**src/rtl/ksc_pkg.sv**
```systemverilog
// Package for the key slot cache: item types, operation and status codes,
// default table sizes. No dependencies.

package ksc_pkg;

   // default table geometry
   localparam int KSC_ENTRIES   = 16;
   localparam int KSC_KEY_WORDS = 4;

   // operation codes
   localparam logic [2:0] OP_ALLOC    = 3'd0;
   localparam logic [2:0] OP_RELEASE  = 3'd1;
   localparam logic [2:0] OP_STORE    = 3'd2;
   localparam logic [2:0] OP_RETRIEVE = 3'd3;
   localparam logic [2:0] OP_TICK     = 3'd4;
   localparam logic [2:0] OP_ENABLE   = 3'd5;
   localparam logic [2:0] OP_DISABLE  = 3'd6;

   // status codes
   localparam logic [2:0] ST_OK         = 3'd0;
   localparam logic [2:0] ST_NOT_ALLOC  = 3'd1;
   localparam logic [2:0] ST_NO_KEY     = 3'd2;
   localparam logic [2:0] ST_DISABLED   = 3'd3;
   localparam logic [2:0] ST_TABLE_FULL = 3'd4;

   typedef struct packed {
      logic [2:0]  operation;
      logic [3:0]  slot;
      logic [1:0]  word_index;
      logic [63:0] data_word;
      logic        last_word;
   } req_type;

   typedef struct packed {
      logic [2:0]  status;
      logic [3:0]  result_slot;
      logic [1:0]  result_word_index;
      logic [63:0] key_word_out;
      logic        last_result;
   } rsp_type;

endpackage

```
**src/rtl/key_slot_cache_with_idle_expiry.sv**
```systemverilog
// Key slot cache with idle expiry. A new item is taken only in the idle state, while req_stall
// is low. An unknown code is dropped; release of a free slot, store, retrieve error and enable
// go straight to the result; retrieve of a valid key reads memory, then outputs, per returned
// word; allocate scans for the lowest free slot, then zeroes its words; release zeroes its
// words; tick and disable sweep the whole memory. Reset clears all slot marks and turns
// the cache on; the key memory is not cleared (every slot is zeroed when it is allocated).

module key_slot_cache_with_idle_expiry
   import ksc_pkg::*;
#(
   parameter int ENTRIES   = KSC_ENTRIES,
   parameter int KEY_WORDS = KSC_KEY_WORDS
) (
   input  logic    clock,
   input  logic    reset,
   input  logic    req_valid,
   output logic    req_stall,
   input  req_type req_data,
   output logic    rsp_valid,
   input  logic    rsp_stall,
   output rsp_type rsp_data
);

   // index widths
   localparam int IDX_W  = (ENTRIES > 1) ? $clog2(ENTRIES) : 1;
   localparam int WORD_W = (KEY_WORDS > 1) ? $clog2(KEY_WORDS) : 1;
   localparam int DEPTH  = ENTRIES * KEY_WORDS;
   localparam int ADDR_W = (DEPTH > 1) ? $clog2(DEPTH) : 1;
   localparam int EXT_W  = IDX_W + 4;
   // a retrieve returns at most four words
   localparam int NOUT   = (KEY_WORDS < 4) ? KEY_WORDS : 4;

   typedef enum logic [6:0] {
      S_IDLE  = 7'b0000001,
      S_FIND  = 7'b0000010,
      S_ZERO  = 7'b0000100,
      S_SWEEP = 7'b0001000,
      S_READ  = 7'b0010000,
      S_PUT   = 7'b0100000,
      S_EMIT  = 7'b1000000
   } state_type;

   // key words, slot-major: address = slot * KEY_WORDS + word
   logic [63:0] key_mem [DEPTH];

   state_type            state_ff, state_in;
   logic [IDX_W-1:0]     slot_ff, slot_in;     // working slot / scan / sweep counter
   logic [WORD_W-1:0]    wcnt_ff, wcnt_in;     // word counter for zero and sweep
   logic [1:0]           rcnt_ff, rcnt_in;     // retrieve word counter
   logic [ENTRIES-1:0]   mask_ff, mask_in;     // slots to erase in a sweep
   rsp_type              res_ff, res_in;       // pending single result
   logic [ENTRIES-1:0]   in_use_ff, in_use_in;
   logic [ENTRIES-1:0]   holds_ff, holds_in;
   logic [ENTRIES-1:0]   recent_ff, recent_in;
   logic                 cache_on_ff, cache_on_in;
   logic                 rsp_valid_ff, rsp_valid_in;
   rsp_type              rsp_data_ff, rsp_data_in;
   logic [63:0]          rd_data_ff;

   logic                 mem_we, mem_re;
   logic [ADDR_W-1:0]    mem_waddr, mem_raddr;
   logic [63:0]          mem_wdata;

   logic                 out_free;
   logic [EXT_W-1:0]     slot_ext;
   logic [IDX_W-1:0]     req_idx;
   logic                 ok_slot;

   function automatic logic [ADDR_W-1:0] word_addr(input logic [IDX_W-1:0] s,
                                                   input logic [ADDR_W-1:0] w);
      return ADDR_W'(s * KEY_WORDS) + w;
   endfunction

   function automatic rsp_type mk_rsp(input logic [2:0] st, input logic [3:0] sl,
                                      input logic [1:0] wi, input logic [63:0] kw,
                                      input logic lst);
      rsp_type r;
      r.status            = st;
      r.result_slot       = sl;
      r.result_word_index = wi;
      r.key_word_out      = kw;
      r.last_result       = lst;
      return r;
   endfunction

   assign req_stall = (state_ff != S_IDLE);
   assign rsp_valid = rsp_valid_ff;
   assign rsp_data  = rsp_data_ff;
   // output register can take a new item this cycle
   assign out_free  = !rsp_valid_ff || !rsp_stall;

   // slot field checked against the table size before indexing
   assign slot_ext = EXT_W'(req_data.slot);
   assign req_idx  = slot_ext[IDX_W-1:0];
   assign ok_slot  = (slot_ext < EXT_W'(ENTRIES)) && in_use_ff[req_idx];

   always_comb begin
      state_in     = state_ff;
      slot_in      = slot_ff;
      wcnt_in      = wcnt_ff;
      rcnt_in      = rcnt_ff;
      mask_in      = mask_ff;
      res_in       = res_ff;
      in_use_in    = in_use_ff;
      holds_in     = holds_ff;
      recent_in    = recent_ff;
      cache_on_in  = cache_on_ff;
      rsp_valid_in = rsp_valid_ff && rsp_stall;
      rsp_data_in  = rsp_data_ff;
      mem_we       = 1'b0;
      mem_waddr    = word_addr(slot_ff, ADDR_W'(wcnt_ff));
      mem_wdata    = '0;
      mem_re       = 1'b0;
      mem_raddr    = word_addr(slot_ff, ADDR_W'(rcnt_ff));

      unique case (state_ff)
         S_IDLE: begin
            if (req_valid) begin
               unique case (req_data.operation)
                  OP_ALLOC: begin
                     slot_in  = '0;
                     state_in = S_FIND;
                  end
                  OP_RELEASE: begin
                     if (!ok_slot) begin
                        res_in   = mk_rsp(ST_NOT_ALLOC, req_data.slot, 2'd0, '0, 1'b1);
                        state_in = S_EMIT;
                     end else begin
                        in_use_in[req_idx] = 1'b0;
                        holds_in[req_idx]  = 1'b0;
                        recent_in[req_idx] = 1'b0;
                        slot_in  = req_idx;
                        wcnt_in  = '0;
                        res_in   = mk_rsp(ST_OK, req_data.slot, 2'd0, '0, 1'b1);
                        state_in = S_ZERO;
                     end
                  end
                  OP_STORE: begin
                     state_in = S_EMIT;
                     if (!cache_on_ff) begin
                        res_in = mk_rsp(ST_DISABLED, req_data.slot,
                                        req_data.word_index, '0, 1'b1);
                     end else if (!ok_slot) begin
                        res_in = mk_rsp(ST_NOT_ALLOC, req_data.slot,
                                        req_data.word_index, '0, 1'b1);
                     end else begin
                        // words past the key length are dropped
                        mem_we    = (32'(req_data.word_index) < KEY_WORDS);
                        mem_waddr = word_addr(req_idx, ADDR_W'(req_data.word_index));
                        mem_wdata = req_data.data_word;
                        if (req_data.last_word) begin
                           holds_in[req_idx]  = 1'b1;
                           recent_in[req_idx] = 1'b1;
                        end
                        res_in = mk_rsp(ST_OK, req_data.slot,
                                        req_data.word_index, '0, 1'b1);
                     end
                  end
                  OP_RETRIEVE: begin
                     if (!cache_on_ff) begin
                        res_in   = mk_rsp(ST_DISABLED, req_data.slot, 2'd0, '0, 1'b1);
                        state_in = S_EMIT;
                     end else if (!ok_slot) begin
                        res_in   = mk_rsp(ST_NOT_ALLOC, req_data.slot, 2'd0, '0, 1'b1);
                        state_in = S_EMIT;
                     end else if (!holds_ff[req_idx]) begin
                        res_in   = mk_rsp(ST_NO_KEY, req_data.slot, 2'd0, '0, 1'b1);
                        state_in = S_EMIT;
                     end else begin
                        recent_in[req_idx] = 1'b1;
                        slot_in  = req_idx;
                        rcnt_in  = '0;
                        state_in = S_READ;
                     end
                  end
                  OP_TICK: begin
                     // second chance: erase idle keys, clear all accessed marks
                     mask_in   = holds_ff & ~recent_ff;
                     holds_in  = holds_ff & recent_ff;
                     recent_in = '0;
                     slot_in   = '0;
                     wcnt_in   = '0;
                     res_in    = mk_rsp(ST_OK, 4'd0, 2'd0, '0, 1'b1);
                     state_in  = S_SWEEP;
                  end
                  OP_ENABLE: begin
                     cache_on_in = 1'b1;
                     res_in      = mk_rsp(ST_OK, 4'd0, 2'd0, '0, 1'b1);
                     state_in    = S_EMIT;
                  end
                  OP_DISABLE: begin
                     // erase every key, slots stay allocated
                     mask_in     = holds_ff;
                     holds_in    = '0;
                     recent_in   = '0;
                     cache_on_in = 1'b0;
                     slot_in     = '0;
                     wcnt_in     = '0;
                     res_in      = mk_rsp(ST_OK, 4'd0, 2'd0, '0, 1'b1);
                     state_in    = S_SWEEP;
                  end
                  default: begin
                     // unused code: no effect, no result
                     state_in = S_IDLE;
                  end
               endcase
            end
         end
         S_FIND: begin
            // lowest free slot, one slot per cycle
            if (!in_use_ff[slot_ff]) begin
               in_use_in[slot_ff] = 1'b1;
               holds_in[slot_ff]  = 1'b0;
               recent_in[slot_ff] = 1'b0;
               wcnt_in  = '0;
               res_in   = mk_rsp(ST_OK, 4'(slot_ff), 2'd0, '0, 1'b1);
               state_in = S_ZERO;
            end else if (slot_ff == IDX_W'(ENTRIES - 1)) begin
               res_in   = mk_rsp(ST_TABLE_FULL, 4'd0, 2'd0, '0, 1'b1);
               state_in = S_EMIT;
            end else begin
               slot_in = slot_ff + IDX_W'(1);
            end
         end
         S_ZERO: begin
            mem_we = 1'b1;
            if (wcnt_ff == WORD_W'(KEY_WORDS - 1)) begin
               state_in = S_EMIT;
            end else begin
               wcnt_in = wcnt_ff + WORD_W'(1);
            end
         end
         S_SWEEP: begin
            mem_we = mask_ff[slot_ff];
            if (wcnt_ff == WORD_W'(KEY_WORDS - 1)) begin
               wcnt_in = '0;
               if (slot_ff == IDX_W'(ENTRIES - 1)) begin
                  state_in = S_EMIT;
               end else begin
                  slot_in = slot_ff + IDX_W'(1);
               end
            end else begin
               wcnt_in = wcnt_ff + WORD_W'(1);
            end
         end
         S_READ: begin
            mem_re   = 1'b1;
            state_in = S_PUT;
         end
         S_PUT: begin
            if (out_free) begin
               rsp_valid_in = 1'b1;
               rsp_data_in  = mk_rsp(ST_OK, 4'(slot_ff), rcnt_ff, rd_data_ff,
                                     rcnt_ff == 2'(NOUT - 1));
               if (rcnt_ff == 2'(NOUT - 1)) begin
                  state_in = S_IDLE;
               end else begin
                  rcnt_in  = rcnt_ff + 2'd1;
                  state_in = S_READ;
               end
            end
         end
         S_EMIT: begin
            if (out_free) begin
               rsp_valid_in = 1'b1;
               rsp_data_in  = res_ff;
               state_in     = S_IDLE;
            end
         end
         default: begin
            state_in = S_IDLE;
         end
      endcase
   end

   always_ff @(posedge clock) begin
      if (reset) begin
         state_ff     <= S_IDLE;
         in_use_ff    <= '0;
         holds_ff     <= '0;
         recent_ff    <= '0;
         cache_on_ff  <= 1'b1;
         rsp_valid_ff <= 1'b0;
      end else begin
         state_ff     <= state_in;
         in_use_ff    <= in_use_in;
         holds_ff     <= holds_in;
         recent_ff    <= recent_in;
         cache_on_ff  <= cache_on_in;
         rsp_valid_ff <= rsp_valid_in;
      end
   end

   always_ff @(posedge clock) begin
      slot_ff     <= slot_in;
      wcnt_ff     <= wcnt_in;
      rcnt_ff     <= rcnt_in;
      mask_ff     <= mask_in;
      res_ff      <= res_in;
      rsp_data_ff <= rsp_data_in;
   end

   // key word memory, one write and one registered read port
   always_ff @(posedge clock) begin
      if (mem_we) begin
         key_mem[mem_waddr] <= mem_wdata;
      end
      if (mem_re) begin
         rd_data_ff <= key_mem[mem_raddr];
      end
   end

endmodule

```
**config.mk**
```make
export PLATFORM = sky130hd
export DESIGN_NAME = key_slot_cache_with_idle_expiry
export DESIGN_NICKNAME = d
export VERILOG_FILES = /design/src/rtl/ksc_pkg.sv /design/src/rtl/key_slot_cache_with_idle_expiry.sv
export SDC_FILE = /design/constraint.sdc
export NUM_CORES = 2
export LEC_CHECK = 0
export ABC_CLOCK_PERIOD_IN_PS = 7900
export BUFFER_PORTS_ARGS = -buffer_cell sky130_fd_sc_hd__buf_2
export CAP_MARGIN = 10
export CORE_ASPECT_RATIO = 1.2
export CORE_MARGIN = 4
export CORE_UTILIZATION = 47
export CTS_CLUSTER_DIAMETER = 150
export DETAILED_ROUTE_END_ITERATION = 16
export GPL_TIMING_DRIVEN = 0
export SYNTH_ARGS = -nofsm -noshare
export SYNTH_HDL_FRONTEND = slang
export SYNTH_SLANG_ARGS = --single-unit
```
**constraint.sdc**
```tcl
create_clock -name clock -period 7.9 [get_ports clock]
set_input_delay 0.79 -clock clock [delete_from_list [all_inputs] [get_ports clock]]
set_output_delay 0.79 -clock clock [all_outputs]
set_load 0.01 [all_outputs]
```
==> run metrics <==
Ports 154; Synth Instances 6843; non-filler cells, final about 13000; Core ar. 351000 um2; Worst Path Arrival 6.48 ns; floorplan die width 551 um; area grow syn2layout 16.5%; Max Cap Viol 0; antenna violations before repair 25; Reg2Reg Launch Point slot_ff[1]$_DFFE_PP_; fin nets 7804; CTS tree yes; crit path launch slot_ff[1]$_DFFE_PP_; Yosys cell types a little over 60; RSZ-0062 raised after global routing no; CP bufs+invs 10; Commonest cells post-synth 4267 x edfxtp_1, 1361 x mux4_2, 242 x clkbuf_1, 137 x and2_1, 129 x nor2_1; CP required 8.53 ns; PortBufs 152; Fmax around 0.17 GHz; setup ws final 2.05 ns; number of global-route vias before repair 80400; total track usage 0.248; reg2reg path depth 13; critical path cell sequence clkbuf_1 > clkbuf_2 > buf_12 > clkbuf_2 > buf_12 > clkbuf_1 > inv_1 > nor3_1 > a31oi_1 > buf_4 > nor2_4 > buf_12 > buf_12; Initial DRC Count 9938; largest delay contributor family on the critical path buffers and inverters; GRT Residual Overflow 0; Synth async-reset ratio 0; Synth area leader edfxtp_1; Starting Density 0.473; status completed; Final Hold Fails 0; synthesized area per cell 24.3 um2; Setup Skew between 0.04 and 0.05 ns; Max Fanout on Critical Path 20; Die Y 659 um; syn nets 6927; drt first pass iters 6; hold_ws 0.204 ns; TritonCTS Buffers between 400 and 500; Sink Count roughly 4300; Worst slew margin 0.111; number of synthesized flops with an enable pin 4267; clock-pin slew of the registers on the worst-case setup and hold paths 0.07 ns; root buf cell clkbuf_16; Mapped Area 166000 um2; routed wire length 451000 um; Setup crit end key_mem[63][24]$_DFFE_PP_; Yosys warning count 0; Crit. path cell count 13; first-pass GRT wire length 629000 um; Worst Tran Pin Value approximately 1.3 ns; flops & latches, synth 4324; CP max stage delay roughly 0.65 ns; Placed Cells 12000; final setup TNS 0 ns; DR DRC count 0; Hold Path Class in2reg; # resized after CTS 0; Site Rows 238; sequential area share after synthesis 0.778; period utilization 0.741; Worst R2R Setup Slack approximately 2 ns; P per Cell Area between 200 and 250 nW/um2; prevailing post-synth register cell edfxtp_1; worst skew pair latency around 0.95 ns; Critical Path End Type flop; WL/cell 35.3 um; largest net degree at the start of global routing 65; Worst VDD drop 165 uV; dpl ws 2.14 ns; Longest Clk Path Bufs 4; post-route antenna net violation count 0; Crit Path Class reg2reg; share of post-route cells with drive strength above 1 0.333; CP Launch Type flop; largest cells by area after synthesis edfxtp_1 77%, mux4_2 18%, dfxtp_1 0.69%; final setup fails 0; routed vias/inst 6.20; Fill cells between 20000 and 30000; die area 363000 um2; htree depth 5; Post-CTS Hold Fix Bufs 0; r2r endpoint key_mem[63][24]$_DFFE_PP_; Post-CTS Setup Inserts 0; most common cell in the netlist edfxtp_1; Leakage Power just over 50 nW; Top cell by count, worst path buf_12; final worst path period need roughly 5.9 ns; Synth top area share 0.772; DP Wirelength 314000 um; GP Congestion 0.851; Pins Over Slew Limit 0; vias 79200; CP max stage cell clkbuf_1
## worst min-delay path by stage
stage | slack (ns) | to | startpoint | cells after the start
3_5_place_dp | 0.48 | recent_ff[0]$_SDFFE_PP0P_ | recent_ff[0]$_SDFFE_PP0P_ | 2
2_1_floorplan | 0.45 | recent_ff[15]$_SDFFE_PP0P_ | recent_ff[15]$_SDFFE_PP0P_ | 2
5_1_grt | 0.17 | state_ff[5]$_SDFFE_PP0P_ | rsp_stall | 3
4_1_cts | 0.13 | state_ff[5]$_SDFFE_PP0P_ | rsp_stall | 3
6_report | 0.20 | state_ff[5]$_SDFFE_PP0P_ | rsp_stall | 3
3_3_place_gp | 0.47 | recent_ff[1]$_SDFFE_PP0P_ | recent_ff[1]$_SDFFE_PP0P_ | 2
## tightest hold or removal path, stage by stage
cell and delay, ns:
buf_2 0.13, a31oi_1 0.09, nor2_1 0.09
## stage by stage
stage	cell area, um2	total power, mW	utilization
finish	193000	47.2	0.551
global route	193000	48.5	0.551
CTS	193000	47.5	0.550
detailed placement	179000	27.3	0.510
global placement	173000	27.2	0.492
floorplan	166000	26.5	-
## area by class of cell
| class | count | area [um2] | share of cell area |
|---|---|---|---|
| flip-flops and latches | 4324 | 129000 | 0.668 |
| multi-input cells | 2129 | 35800 | 0.185 |
| clock buffers | 505 | 11100 | 0.0574 |
| repair buffers | 453 | 6830 | 0.0353 |
| well taps | 4680 | 5860 | 0.0303 |
| clock inverters | 269 | 2830 | 0.0146 |
| plain buffers | 380 | 1600 | 0.00825 |
| diodes | 22 | 55.1 | 0.000285 |
| inverters | 10 | 40.0 | 0.000207 |
## kinds of logic after synthesis
logic type	Yosys count	share of synthesized area
AO/OA/AOI/OAI	247	0.0105
XOR/XNOR	5	0.000264
adder cells (fa/ha/maj)	6	0.000452
buffers and inverters	390	0.00964
flip-flops	4324	0.778
multiplexers	1361	0.185
AND/OR/NAND/NOR	510	0.0161
## metal layers
metal,global-route usage,share of wire,up-vias,wire length (um)
met4,0.0728,0.032,2,14600
met3,0.0376,0.077,740,34600
met2,0.412,0.50,3719,227000
met5,0,0.000022,-,10
li1,-,-,31400,-
met1,0.344,0.39,43300,175000
## power by group
part	internal [mW]	switching, mW
Combinational	0.679	1.23
Sequential	24.9	0.0206
Clock	11.7	8.65
Total	37.3	9.90
## sequential cells by signal, summed over array words and instances, names as in the netlist
signal and cells:
cache_on_ff 1, holds_ff 16, in_use_ff 16, key_mem 4096
mask_ff 16, rcnt_ff 2, rd_data_ff 64, recent_ff 16
res_ff 9, rsp_data 74, rsp_valid 1, slot_ff 4
state_ff 7, wcnt_ff 2
## placed cells by master (no fill, tap or decap), types with 26 or more instances in the layout
cell,instances
dfxtp_1,57
a22o_1,36
and2_1,73
nand2_1,97
nor2_1,67
nand2b_1,26
clkbuf_16,432
mux4_2,1361
clkinv_2,81
edfxtp_1,4267
a21oi_1,46
nor3_1,34
buf_2,195
buf_8,31
buf_16,45
buf_12,212
buf_1,82
and2_2,64
o21ai_0,29
bufinv_16,52
nor2_4,62
clkbuf_1,286
clkbuf_2,28
clkinv_1,93
No activity file was read; power rests on OpenSTA's default activity.
